File: src/rtl/core/pmam_pkg.sv
// pmam_pkg: shared types and constants for the pace moving average block
// used by pmam_cell, pmam_div and pace_moving_average_minmax; depends on nothing
package pmam_pkg;

    localparam int SPEED_W = 16;
    localparam int CFG_W   = 7;
    localparam int PACE_W  = 27;
    localparam int OUT_W   = 19;
    localparam int FRAC_W  = 8;

    // 3600 s/h * 100 (centi-mph) * 256 (fraction)
    localparam logic [PACE_W-1:0] PACE_NUM      = PACE_W'(92160000);
    localparam logic [PACE_W-1:0] PACE_ALL_ONES = '1;

    // shared divider: 16-bit divisor, two quotient bits per step
    localparam int DIV_W      = 16;
    localparam int RADIX_BITS = 2;
    localparam int DIV_STEPS  = (PACE_W + RADIX_BITS - 1) / RADIX_BITS;
    localparam int DVD_W      = DIV_STEPS * RADIX_BITS;
    localparam int STEP_W     = $clog2(DIV_STEPS);

    typedef struct packed {
        logic              start;
        logic [DVD_W-1:0]  dividend;
        logic [DIV_W-1:0]  rem_init;
        logic [DIV_W-1:0]  divisor;
    } t_div_req;

    typedef struct packed {
        logic              done;
        logic [PACE_W-1:0] quotient;
    } t_div_rsp;

    typedef enum logic [2:0] {
        S_IDLE,
        S_PACE,
        S_SUB,
        S_ADD,
        S_AVG,
        S_MINMAX,
        S_OUT
    } t_state;

endpackage

File: src/rtl/core/pmam_cell.sv
// pmam_cell: one stage of the pace delay line
// depends on pmam_pkg for the pace width
module pmam_cell #(
    parameter int IDX   = 0,
    parameter int IDX_W = 6
) (
    input  logic                        i_clk,
    input  logic                        i_shift,
    input  logic [IDX_W-1:0]            i_len_m1,
    input  logic [pmam_pkg::PACE_W-1:0] i_new,
    input  logic [pmam_pkg::PACE_W-1:0] i_next,
    output logic [pmam_pkg::PACE_W-1:0] o_pace
);

    logic [pmam_pkg::PACE_W-1:0] r_pace;

    // the cell at the window's far end takes the new sample, the rest move down
    always_ff @(posedge i_clk) begin
        if (i_shift) begin
            r_pace <= (i_len_m1 == IDX_W'(IDX)) ? i_new : i_next;
        end
    end

    assign o_pace = r_pace;

endmodule

File: src/rtl/core/pmam_div.sv
// pmam_div: iterative restoring divider, two quotient bits per cycle
// depends on pmam_pkg for widths and the request/response structs
module pmam_div (
    input  logic                i_clk,
    input  logic                i_rst_n,
    input  pmam_pkg::t_div_req  i_req,
    output pmam_pkg::t_div_rsp  o_rsp
);

    logic                           r_busy;
    logic                           r_done;
    logic [pmam_pkg::STEP_W-1:0]    r_cnt;
    logic [pmam_pkg::DIV_W:0]       r_rem;
    logic [pmam_pkg::DVD_W-1:0]     r_dvd;
    logic [pmam_pkg::DIV_W-1:0]     r_divisor;

    logic [pmam_pkg::DIV_W:0]       n_rem;
    logic [pmam_pkg::DVD_W-1:0]     n_dvd;
    logic                           w_last;

    assign w_last = (r_cnt == pmam_pkg::STEP_W'(pmam_pkg::DIV_STEPS - 1));

    // quotient bits shift in at the bottom of the dividend register
    always_comb begin
        n_rem = r_rem;
        n_dvd = r_dvd;
        for (int k = 0; k < pmam_pkg::RADIX_BITS; k++) begin
            n_rem = {n_rem[pmam_pkg::DIV_W-1:0], n_dvd[pmam_pkg::DVD_W-1]};
            n_dvd = {n_dvd[pmam_pkg::DVD_W-2:0], 1'b0};
            if (n_rem >= {1'b0, r_divisor}) begin
                n_rem    = n_rem - {1'b0, r_divisor};
                n_dvd[0] = 1'b1;
            end
        end
    end

    always_ff @(posedge i_clk) begin
        if (!i_rst_n) begin
            r_busy <= 1'b0;
            r_done <= 1'b0;
            r_cnt  <= '0;
        end else begin
            r_done <= 1'b0;
            if (i_req.start) begin
                r_busy <= 1'b1;
                r_cnt  <= '0;
            end else if (r_busy) begin
                r_cnt <= r_cnt + pmam_pkg::STEP_W'(1);
                if (w_last) begin
                    r_busy <= 1'b0;
                    r_done <= 1'b1;
                end
            end
        end
    end

    always_ff @(posedge i_clk) begin
        if (i_req.start) begin
            r_rem     <= {1'b0, i_req.rem_init};
            r_dvd     <= pmam_pkg::DVD_W'(i_req.dividend);
            r_divisor <= i_req.divisor;
        end else if (r_busy) begin
            r_rem <= n_rem;
            r_dvd <= n_dvd;
        end
    end

    assign o_rsp.done     = r_done;
    assign o_rsp.quotient = r_dvd[pmam_pkg::PACE_W-1:0];

endmodule

File: src/rtl/core/pace_moving_average_minmax.sv
// pace_moving_average_minmax: speed samples to pace, moving average, fastest/slowest
// depends on pmam_pkg, pmam_cell and pmam_div

// Each sample transfer is turned into a pace (1/256 s per mile) by a shared
// radix-4 divider, pushed into a delay line of WINDOW_MAX pace cells and added
// to a running sum; once window_len samples are held the sum is divided by the
// window length on the same divider and the fastest and slowest averages are
// updated. One sample is worked on at a time: a nonzero sample takes one pass
// through the divider for its pace and, once the window is full, a second for
// its average; a zero sample skips the first pass. A finished result waits in
// the output register while the next sample is already taken. Writing window_len
// restarts the window and clears fastest and slowest; it needs no clearing pass.
module pace_moving_average_minmax #(
    parameter int WINDOW_MAX = 64
) (
    input  logic                          i_clk,
    input  logic                          i_rst_n,
    input  logic                          i_cfg_we,
    input  logic [pmam_pkg::CFG_W-1:0]    i_cfg_wdata,
    input  logic                          i_in_valid,
    output logic                          o_in_stall,
    input  logic [pmam_pkg::SPEED_W-1:0]  i_speed_centi_mph,
    output logic                          o_out_valid,
    input  logic                          i_out_stall,
    output logic                          o_window_full,
    output logic [pmam_pkg::OUT_W-1:0]    o_avg_pace_s,
    output logic [pmam_pkg::OUT_W-1:0]    o_fastest_pace_s,
    output logic [pmam_pkg::OUT_W-1:0]    o_slowest_pace_s,
    output logic                          o_zero_speed
);

    localparam int IDX_W = (WINDOW_MAX > 1) ? $clog2(WINDOW_MAX) : 1;
    localparam int LEN_W = $clog2(WINDOW_MAX + 1);
    localparam int SUM_W = pmam_pkg::PACE_W + IDX_W;
    localparam int PW    = pmam_pkg::PACE_W;

    pmam_pkg::t_state r_state, n_state;

    logic [LEN_W-1:0]   r_len;
    logic [LEN_W-1:0]   r_fill;
    logic [SUM_W-1:0]   r_sum;
    logic [PW-1:0]      r_fastest;
    logic [PW-1:0]      r_slowest;
    logic [PW-1:0]      r_pace;
    logic [PW-1:0]      r_avg;
    logic               r_zero;
    logic               r_full;

    logic               r_out_valid;
    logic               r_out_full;
    logic [pmam_pkg::OUT_W-1:0] r_out_avg;
    logic [pmam_pkg::OUT_W-1:0] r_out_fast;
    logic [pmam_pkg::OUT_W-1:0] r_out_slow;
    logic               r_out_zero;

    logic               w_accept;
    logic               w_shift;
    logic               w_load_out;
    logic               w_out_space;
    logic               w_is_full;
    logic [LEN_W-1:0]   w_len_eff;
    logic [IDX_W-1:0]   w_len_m1;
    logic [SUM_W-1:0]   w_sum_new;
    logic [PW-1:0]      w_cell [WINDOW_MAX];

    pmam_pkg::t_div_req w_div_req;
    pmam_pkg::t_div_rsp w_div_rsp;

    // window length clamped to 1..WINDOW_MAX
    always_comb begin
        if (i_cfg_wdata == '0) begin
            w_len_eff = LEN_W'(1);
        end else if (int'(i_cfg_wdata) > WINDOW_MAX) begin
            w_len_eff = LEN_W'(WINDOW_MAX);
        end else begin
            w_len_eff = LEN_W'(i_cfg_wdata);
        end
    end

    assign w_len_m1    = IDX_W'(r_len - LEN_W'(1));
    assign w_is_full   = (r_fill >= r_len);
    assign w_sum_new   = r_sum + SUM_W'(r_pace);
    assign w_out_space = !r_out_valid || !i_out_stall;
    assign w_accept    = (r_state == pmam_pkg::S_IDLE) && i_in_valid;

    // next state
    always_comb begin
        n_state = r_state;
        case (r_state)
            pmam_pkg::S_IDLE: begin
                if (i_in_valid) begin
                    n_state = (i_speed_centi_mph == '0) ? pmam_pkg::S_SUB : pmam_pkg::S_PACE;
                end
            end
            pmam_pkg::S_PACE: begin
                if (w_div_rsp.done) begin
                    n_state = pmam_pkg::S_SUB;
                end
            end
            pmam_pkg::S_SUB: begin
                n_state = pmam_pkg::S_ADD;
            end
            pmam_pkg::S_ADD: begin
                n_state = w_is_full ? pmam_pkg::S_AVG : pmam_pkg::S_OUT;
            end
            pmam_pkg::S_AVG: begin
                if (w_div_rsp.done) begin
                    n_state = pmam_pkg::S_MINMAX;
                end
            end
            pmam_pkg::S_MINMAX: begin
                n_state = pmam_pkg::S_OUT;
            end
            pmam_pkg::S_OUT: begin
                if (w_out_space) begin
                    n_state = pmam_pkg::S_IDLE;
                end
            end
            default: begin
                n_state = pmam_pkg::S_IDLE;
            end
        endcase
    end

    // control strobes and divider requests
    always_comb begin
        w_div_req.start    = 1'b0;
        w_div_req.dividend = pmam_pkg::DVD_W'(pmam_pkg::PACE_NUM);
        w_div_req.rem_init = '0;
        w_div_req.divisor  = i_speed_centi_mph;
        w_shift            = 1'b0;
        w_load_out         = 1'b0;
        case (r_state)
            pmam_pkg::S_IDLE: begin
                w_div_req.start = i_in_valid && (i_speed_centi_mph != '0);
            end
            pmam_pkg::S_SUB: begin
                w_shift = 1'b1;
            end
            pmam_pkg::S_ADD: begin
                // the sum's top bits stay below the length, so they seed the remainder
                w_div_req.start    = w_is_full;
                w_div_req.dividend = w_sum_new[pmam_pkg::DVD_W-1:0];
                w_div_req.rem_init = pmam_pkg::DIV_W'(w_sum_new >> pmam_pkg::DVD_W);
                w_div_req.divisor  = pmam_pkg::DIV_W'(r_len);
            end
            pmam_pkg::S_OUT: begin
                w_load_out = w_out_space;
            end
            default: begin
                w_shift = 1'b0;
            end
        endcase
    end

    always_ff @(posedge i_clk) begin
        if (!i_rst_n) begin
            r_state <= pmam_pkg::S_IDLE;
        end else begin
            r_state <= n_state;
        end
    end

    // window state
    always_ff @(posedge i_clk) begin
        if (!i_rst_n) begin
            r_len     <= LEN_W'(1);
            r_fill    <= '0;
            r_sum     <= '0;
            r_fastest <= pmam_pkg::PACE_ALL_ONES;
            r_slowest <= '0;
        end else if (i_cfg_we) begin
            r_len     <= w_len_eff;
            r_fill    <= '0;
            r_sum     <= '0;
            r_fastest <= pmam_pkg::PACE_ALL_ONES;
            r_slowest <= '0;
        end else begin
            case (r_state)
                pmam_pkg::S_SUB: begin
                    if (w_is_full) begin
                        r_sum <= r_sum - SUM_W'(w_cell[0]);
                    end else begin
                        r_fill <= r_fill + LEN_W'(1);
                    end
                end
                pmam_pkg::S_ADD: begin
                    r_sum <= w_sum_new;
                end
                pmam_pkg::S_MINMAX: begin
                    if (r_avg < r_fastest) begin
                        r_fastest <= r_avg;
                    end
                    if (r_avg > r_slowest) begin
                        r_slowest <= r_avg;
                    end
                end
                default: begin
                    r_sum <= r_sum;
                end
            endcase
        end
    end

    // per-sample working registers
    always_ff @(posedge i_clk) begin
        if (w_accept) begin
            r_zero <= (i_speed_centi_mph == '0);
            r_pace <= pmam_pkg::PACE_NUM;
        end
        if ((r_state == pmam_pkg::S_PACE) && w_div_rsp.done) begin
            r_pace <= w_div_rsp.quotient;
        end
        if (r_state == pmam_pkg::S_ADD) begin
            r_full <= w_is_full;
        end
        if ((r_state == pmam_pkg::S_AVG) && w_div_rsp.done) begin
            r_avg <= w_div_rsp.quotient;
        end
    end

    // output register
    always_ff @(posedge i_clk) begin
        if (!i_rst_n) begin
            r_out_valid <= 1'b0;
        end else if (w_load_out) begin
            r_out_valid <= 1'b1;
        end else if (!i_out_stall) begin
            r_out_valid <= 1'b0;
        end
    end

    always_ff @(posedge i_clk) begin
        if (w_load_out) begin
            r_out_full <= r_full;
            r_out_zero <= r_zero;
            r_out_avg  <= r_full ? r_avg[PW-1:pmam_pkg::FRAC_W] : '0;
            // no window seen yet: report zero for both extremes
            if (r_fastest == pmam_pkg::PACE_ALL_ONES) begin
                r_out_fast <= '0;
                r_out_slow <= '0;
            end else begin
                r_out_fast <= r_fastest[PW-1:pmam_pkg::FRAC_W];
                r_out_slow <= r_slowest[PW-1:pmam_pkg::FRAC_W];
            end
        end
    end

    pmam_div u_div (
        .i_clk   (i_clk),
        .i_rst_n (i_rst_n),
        .i_req   (w_div_req),
        .o_rsp   (w_div_rsp)
    );

    for (genvar g = 0; g < WINDOW_MAX; g++) begin : g_cell
        if (g == WINDOW_MAX - 1) begin : g_end
            pmam_cell #(
                .IDX   (g),
                .IDX_W (IDX_W)
            ) u_cell (
                .i_clk    (i_clk),
                .i_shift  (w_shift),
                .i_len_m1 (w_len_m1),
                .i_new    (r_pace),
                .i_next   (r_pace),
                .o_pace   (w_cell[g])
            );
        end else begin : g_mid
            pmam_cell #(
                .IDX   (g),
                .IDX_W (IDX_W)
            ) u_cell (
                .i_clk    (i_clk),
                .i_shift  (w_shift),
                .i_len_m1 (w_len_m1),
                .i_new    (r_pace),
                .i_next   (w_cell[g+1]),
                .o_pace   (w_cell[g])
            );
        end
    end

    assign o_in_stall       = (r_state != pmam_pkg::S_IDLE);
    assign o_out_valid      = r_out_valid;
    assign o_window_full    = r_out_full;
    assign o_avg_pace_s     = r_out_avg;
    assign o_fastest_pace_s = r_out_fast;
    assign o_slowest_pace_s = r_out_slow;
    assign o_zero_speed     = r_out_zero;

endmodule

File: config.mk
export PLATFORM = sky130hd
export DESIGN_NAME = pace_moving_average_minmax
export DESIGN_NICKNAME = d
export VERILOG_FILES = /design/src/rtl/core/pmam_pkg.sv /design/src/rtl/core/pmam_cell.sv /design/src/rtl/core/pmam_div.sv /design/src/rtl/core/pace_moving_average_minmax.sv
export SDC_FILE = /design/constraint.sdc
export NUM_CORES = 2
export LEC_CHECK = 0
export BUFFER_PORTS_ARGS = -buffer_cell sky130_fd_sc_hd__buf_2
export CORE_UTILIZATION = 35
export CTS_CLUSTER_SIZE = 30
export DETAILED_ROUTE_END_ITERATION = 12
export PLACE_DENSITY_LB_ADDON = 0.12
export RECOVER_POWER = 50
export SYNTH_ARGS = -nofsm -noshare
export SYNTH_HDL_FRONTEND = slang
export SYNTH_HIERARCHICAL = 1
export SYNTH_SLANG_ARGS = --single-unit
File: constraint.sdc
create_clock -name i_clk -period 40 [get_ports i_clk]
set_input_delay 2 -clock i_clk [delete_from_list [all_inputs] [get_ports i_clk]]
set_output_delay 2 -clock i_clk [all_outputs]
set_load 0.01 [all_outputs]
# After elaboration in Yosys (flattened, before gate mapping)
# Cells that the tools add are included.
# Widths: inputs -> output; s select.
[word_totals]
regBits = 2014
in_bits = 28
elab_cells = 297
[op_classes]
add_sub_neg = 7
magnitude_cmp = 6
eq_ne = 76
mux = 94
bitwise_logic = 3
reduce_logical = 24
[ops]
columns = ["operator", "count"]
rows = [
  ["$mux 27", 65],
  ["$eq 6x6->1 const B", 31],
  ["$eq 6x5->1 const B", 16],
  ["$pmux 33 s2", 1],
  ["$mux 16", 4],
  ["$mux 60", 1],
  ["$mux 28", 2],
  ["$eq 6x4->1 const B", 8],
  ["$ge 17x16->1", 2],
  ["$add 33x27->33", 1],
  ["$mux 33", 1],
  ["$sub 33x27->33", 1],
  ["$sub 16x16->16", 2],
  ["$eq 27x27->1 const B", 1],
  ["$gt 27x27->1", 1],
  ["$lt 27x27->1", 1],
  ["$eq 6x3->1 const B", 4],
  ["$pmux 3 s7", 1],
  ["$logic_not 16->1", 1],
  ["$reduce_bool 16->1", 1],
  ["$mux 7", 2],
  ["$eq 6x2->1 const B", 2],
  ["$mux 3", 4],
  ["$mux 1", 10],
  ["other kinds (27)", 47],
]

# Depth between registers and ports, before layout
[logic_depth]
depth_word = 6
depth_mapped = 20

# Cells and area by module
# Netlist, hierarchy kept.
[by_module_without_submodules]
columns = ["module", "instances", "cells_each", "area_each_um2", "seq_area_each_um2"]
rows = [
  ["pmam_cell (g_cell[10].g_mid.u_cell ...)", 12, 59, 1263.7, 810.8],
  ["pace_moving_average_minmax", 1, 1429, 12988.7, 5555.3],
  ["pmam_cell (g_cell[23].g_mid.u_cell ...)", 8, 59, 1262.5, 810.8],
  ["pmam_cell (g_cell[21].g_mid.u_cell ...)", 8, 59, 1258.7, 810.8],
  ["pmam_cell (g_cell[11].g_mid.u_cell ...)", 6, 58, 1177.4, 810.8],
  ["pmam_cell (g_cell[31].g_mid.u_cell ...)", 4, 59, 1260.0, 810.8],
  ["pmam_cell (g_cell[53].g_mid.u_cell ...)", 4, 59, 1257.5, 810.8],
  ["pmam_cell (g_cell[19].g_mid.u_cell ...)", 4, 59, 1256.2, 810.8],
  ["pmam_cell (g_cell[16].g_mid.u_cell ...)", 4, 59, 1255.0, 810.8],
  ["pmam_div", 1, 462, 4815.9, 1921.8],
  ["pmam_cell (g_cell[61].g_mid.u_cell ...)", 2, 59, 1277.5, 810.8],
  ["pmam_cell (g_cell[28].g_mid.u_cell ...)", 2, 58, 1253.7, 810.8],
  ["pmam_cell (g_cell[1].g_mid.u_cell ...)", 2, 59, 1251.2, 810.8],
  ["pmam_cell (g_cell[15].g_mid.u_cell ...)", 2, 58, 1166.1, 810.8],
  ["+6 rows", "-", "-", "-", "-"],
]

# Worst setup path after synthesis
# Ideal clock, no wire load.
[synth_timing]
kind = "flip-flop to flip-flop"
start = "register r_state[1]"
end = "register r_fill[0]"
setup_ns = 0.157
arrival_time_ns = 40.782
t_required_ns = 39.843
setup_slack_ns = -0.940
stages_incl_launch_ff = 7
synth_period_minus_slack_ns = 40.940
path_cell_list = "dfxtp_1 -> clkbuf_1 -> nand2_1 -> inv_1 -> o21ai_0 -> xnor2_1 -> nor2_1"
[synth_between]
elab_chain_cells = 2
[synth_lines]
columns = ["item", "line", "rtl"]
rows = [
  ["start, declared", "pace_moving_average_minmax.sv:37", "pmam_pkg::t_state r_state, n_state;"],
  ["start signal, assigned", "pace_moving_average_minmax.sv:158", "r_state <= pmam_pkg::S_IDLE;"],
  ["start signal, assigned", "pace_moving_average_minmax.sv:160", "r_state <= n_state;"],
  ["$eq 3x2->1", "pace_moving_average_minmax.sv:179", "case (r_state)"],
  ["$reduce_and 2->1 (no source line)", "-", ""],
  ["end signal, assigned", "pace_moving_average_minmax.sv:184", "r_fill <= r_fill + LEN_W'(1);"],
  ["end, declared", "pace_moving_average_minmax.sv:40", "logic [LEN_W-1:0] r_fill;"],
]
# No other way between the ends.
# A chain may end at the register's enable or synchronous reset.

# Worst setup path after layout
[layout_timing]
start = "register r_state[1]"
end = "register g_cell[63].g_end.u_cell.r_pace, in the netlist g_cell[63].g_end.u_cell/o_pace[1], enable pin"
[layout_between]
elab_chain_cells = 2
[layout_lines]
columns = ["item", "line", "rtl"]
rows = [
  ["$eq 3x2->1", "pace_moving_average_minmax.sv:133", "case (r_state)"],
  ["$mux 1", "pace_moving_average_minmax.sv:133", ""],
  ["named net w_shift", "pace_moving_average_minmax.sv:57", "logic w_shift;"],
  ["end signal, assigned", "pmam_cell.sv:20", "r_pace <= (i_len_m1 == IDX_W'(IDX)) ? i_new : i_next;"],
  ["end, declared", "pmam_cell.sv:15", "logic [pmam_pkg::PACE_W-1:0] r_pace;"],
]
# The timed path passes the listed nets, and every way through them passes these cells.

==> impl_metrics.ini <==
[yosys]
synth_warnings = 6
netlist_area_um2 = 97600
synthAdderAreaFrac_pct = 2.01
ys_seq_area_share_pct = 60.9
synth_edf_count = 1903
synthArstFlopShare_pct = 0
synth_xor_area_share_pct = 0.754
synth-seq-cells = 2014
synth_top_family_by_area = multiplexers
synth_cell_types = 102
syn_avg_cell_area_um2 = 17.2
synth_flop_cell = edfxtp_1
synthCells = 5656
synth_mux_area_share_pct = 24.7
synth-simple-area-share_pct = 4.35
synth-compound-area-share_pct = 3.45

[place]
portBuffers = 88
hpwl_mm = 137
placedInstanceArea_um2 = 101000
gp_congestion = 0.792

[clocking]
cts_tree = built
cts-root-buf = clkbuf_16
clock_sinks = 2014
post_cts_buffers = 0
cts_buffer_depth = 4
path_clk_slew_ns = 0.06
clock_latency_ns = 0.92
htreeDepth = 4
cts_resized = 0
cts_made_buffers = 231
hold_buffers = 0

[min_path]
hold_path_class = reg -> reg

[worst_setup_path]
worstSetupEndpointType = flop
critPathMaxStageDelay_ns = 6.59
crit_path_frequent_cell = clkbuf_1
cp_top_family = buffers and inverters
cp_max_fo = 167
crit_arrival_ns = 14.20
crit_chain = nand2_1 > clkinvlp_2 > clkbuf_1 > clkbuf_1 > clkbuf_1
required_ns = 40.22
slowest_stage = clkbuf_1
setup.worst_path.class = reg -> reg
path_buf_inv = 4
startpoint_type = flop

[timing]
fin_worst_skew_ns = 0.0556
setup_violations = 0
hold_viol_final = 0
worst_slew_pin_slew_ns = 9.56
min_period_over_period_pct = 35.0
maxSlewViolCount = 2096
rsz0062_at_grt = false
max-slew-margin-rel_pct = -538
final.setup.tns_ns = 0
fin_hold_ws_ns = 0.453
min_period_ns = 13.98
max_freq_ghz = 0.0715

[cells_and_area]
regArea_um2 = 59400
fin_util_pct = 38.3
multi_input_area_um2 = 33000
layout_commonest_cell = edfxtp_1
final_area_um2 = 106000
fillerInstances = 25995
drive_gt1_share_pct = 31.8
layout_common_cells = edfxtp_1 (1903), mux2_4 (701), mux2_2 (689), mux2_1 (378), clkbuf_16 (232)
nNetsFinal = 6034
area_delta_synth_final_pct = 8.68

[power_and_ir_drop]
power.static_leakage_nw = 37.9
powerDensity_nw_per_um2 = 53.0
ir_worst_vdd_v = 0.0000359

[die]
initial_utilization_pct = 35.3
design.die.area_um2 = 281000
core_area_um2 = 277000
die_x_um = 530
ios = 89
rows = 193
die_y_um = 530

[global_routing]
gr-usage-all-layers_pct = 16.9
grt_pass1_wl_mm = 358
grt_pass1_vias = 51334
grt_max_degree = 168
grt-ovfl-total = 0
antenna_found_initial = 16

[routing]
wirelength_mm = 239
drt_iter0_markers = 3404
dr.pass1.iters = 5
num_vias = 48683
vias_per_cell = 5.00
routedWlPerCell_um = 24.6
drc = 0
drtAntennaViolNets = 0

[run]
drv_cap = 47

[status]
status = finished, violations left
violations = max-capacitance violations, max-slew violations
-- cell type report --
type / instances / share of cell area (%)
Antenna cell: 1 / 0.00236
Multi-Input combinational cell: 3236 / 31.1
Timing Repair Buffer: 232 / 1.21
Inverter: 137 / 0.489
Clock buffer: 278 / 5.69
Clock inverter: 132 / 1.10
Sequential cell: 2014 / 56.0
Tap cell: 3705 / 4.37
-- worst register-to-register path: stages, from the launching register on --
cell and delay, ns:
dfxtp_1 0.53, nand2_1 0.18, clkinvlp_2 0.78, clkbuf_1 2.11, clkbuf_1 2.87, clkbuf_1 6.64
-- routing by layer --
metal,routed length [um],vias to the layer above,track usage [%]
met2,122000,700,30.0
met1,105000,25401,21.8
met4,5260,0,3.89
met5,0,-,0
met3,7130,309,2.06
li1,-,22273,-
-- stage by stage --
stage / cells / setup slack, ns / power [W]
after floorplan: 5666 / 12.83 / 0.00358
after global placement: 9324 / 33.95 / 0.00364
after detailed placement: 9324 / 33.85 / 0.00363
after CTS: 9734 / 33.85 / 0.00573
after global routing: 9735 / 24.68 / 0.00587
final: 9735 / 26.02 / 0.00562
-- synthesized netlist by cell type, types with 16 or more instances --
library cell | count | area, um2
edfxtp_1 | 1903 | 57100
mux2_4 | 1081 | 16200
mux2_2 | 669 | 7530
a21oi_1 | 182 | 911
nand2_1 | 163 | 612
nor2_1 | 156 | 586
ha_1 | 150 | 1880
inv_1 | 135 | 507
dfxtp_1 | 111 | 2220
buf_12 | 96 | 1920
buf_6 | 79 | 890
a21o_1 | 70 | 526
clkbuf_1 | 69 | 259
o21ai_0 | 63 | 315
and2_1 | 60 | 375
o211ai_1 | 43 | 323
xnor2_1 | 42 | 368
xor2_1 | 42 | 368
nand4_1 | 39 | 244
buf_4 | 29 | 218
nand3b_1 | 27 | 203
nand3_1 | 25 | 125
nor3_1 | 25 | 125
and3_1 | 24 | 150
a211oi_1 | 22 | 165
nand2b_1 | 21 | 131
o21a_1 | 21 | 158
mux2_1 | 18 | 203
nor2b_1 | 16 | 100
-- cells by family after synthesis --
group                      count (synthesis)
buffers and inverters                    416
and+or+nand+nor                          692
AOI/OAI and AO/OA                        518
other                                      1
DFF                                     2014
muxes                                   1777
adders and majority gates                154
xor gates and xnor gates                  84
-- worst paths after layout --
check / end / slack [ns] / cells after the start / startpoint
worst max-delay path: g_cell[63].g_end.u_cell/o_pace[1] / 26.02 / 5 / r_state[1]
worst min-delay path: o_zero_speed / 0.45 / 0 / r_zero
worst max register to register: g_cell[63].g_end.u_cell/o_pace[1] / 26.02 / 5 / r_state[1]
worst min register to register: o_zero_speed / 0.45 / 0 / r_zero
-- sequential cells by signal, summed over array words and instances, names as in the netlist, 3 cells and up --
| name | cells |
|---|---|
| r_slowest | 27 |
| r_fastest | 27 |
| r_avg | 27 |
| r_fill | 7 |
| r_state | 3 |
| u_div/r_cnt | 4 |
| g_cell.g_end.u_cell/o_pace | 27 |
| u_div/r_dvd | 28 |
| g_cell.g_mid.u_cell/o_pace | 1701 |
| u_div/r_divisor | 16 |
| r_len | 7 |
| r_pace | 27 |
| o_fastest_pace_s | 19 |
| u_div/r_rem | 16 |
| o_avg_pace_s | 19 |
| o_slowest_pace_s | 19 |
| r_sum | 33 |
-- where the power goes --
group / leakage, nW / switching, W / internal (W) / total [W]
Sequential: 18.4 / 0.0000685 / 0.00259 / 0.00266
Clock: 3.52 / 0.000885 / 0.00118 / 0.00206
Combinational: 16.0 / 0.000538 / 0.000360 / 0.000898
Total: 37.9 / 0.00149 / 0.00413 / 0.00562
(Power assumes the default switching activity.)
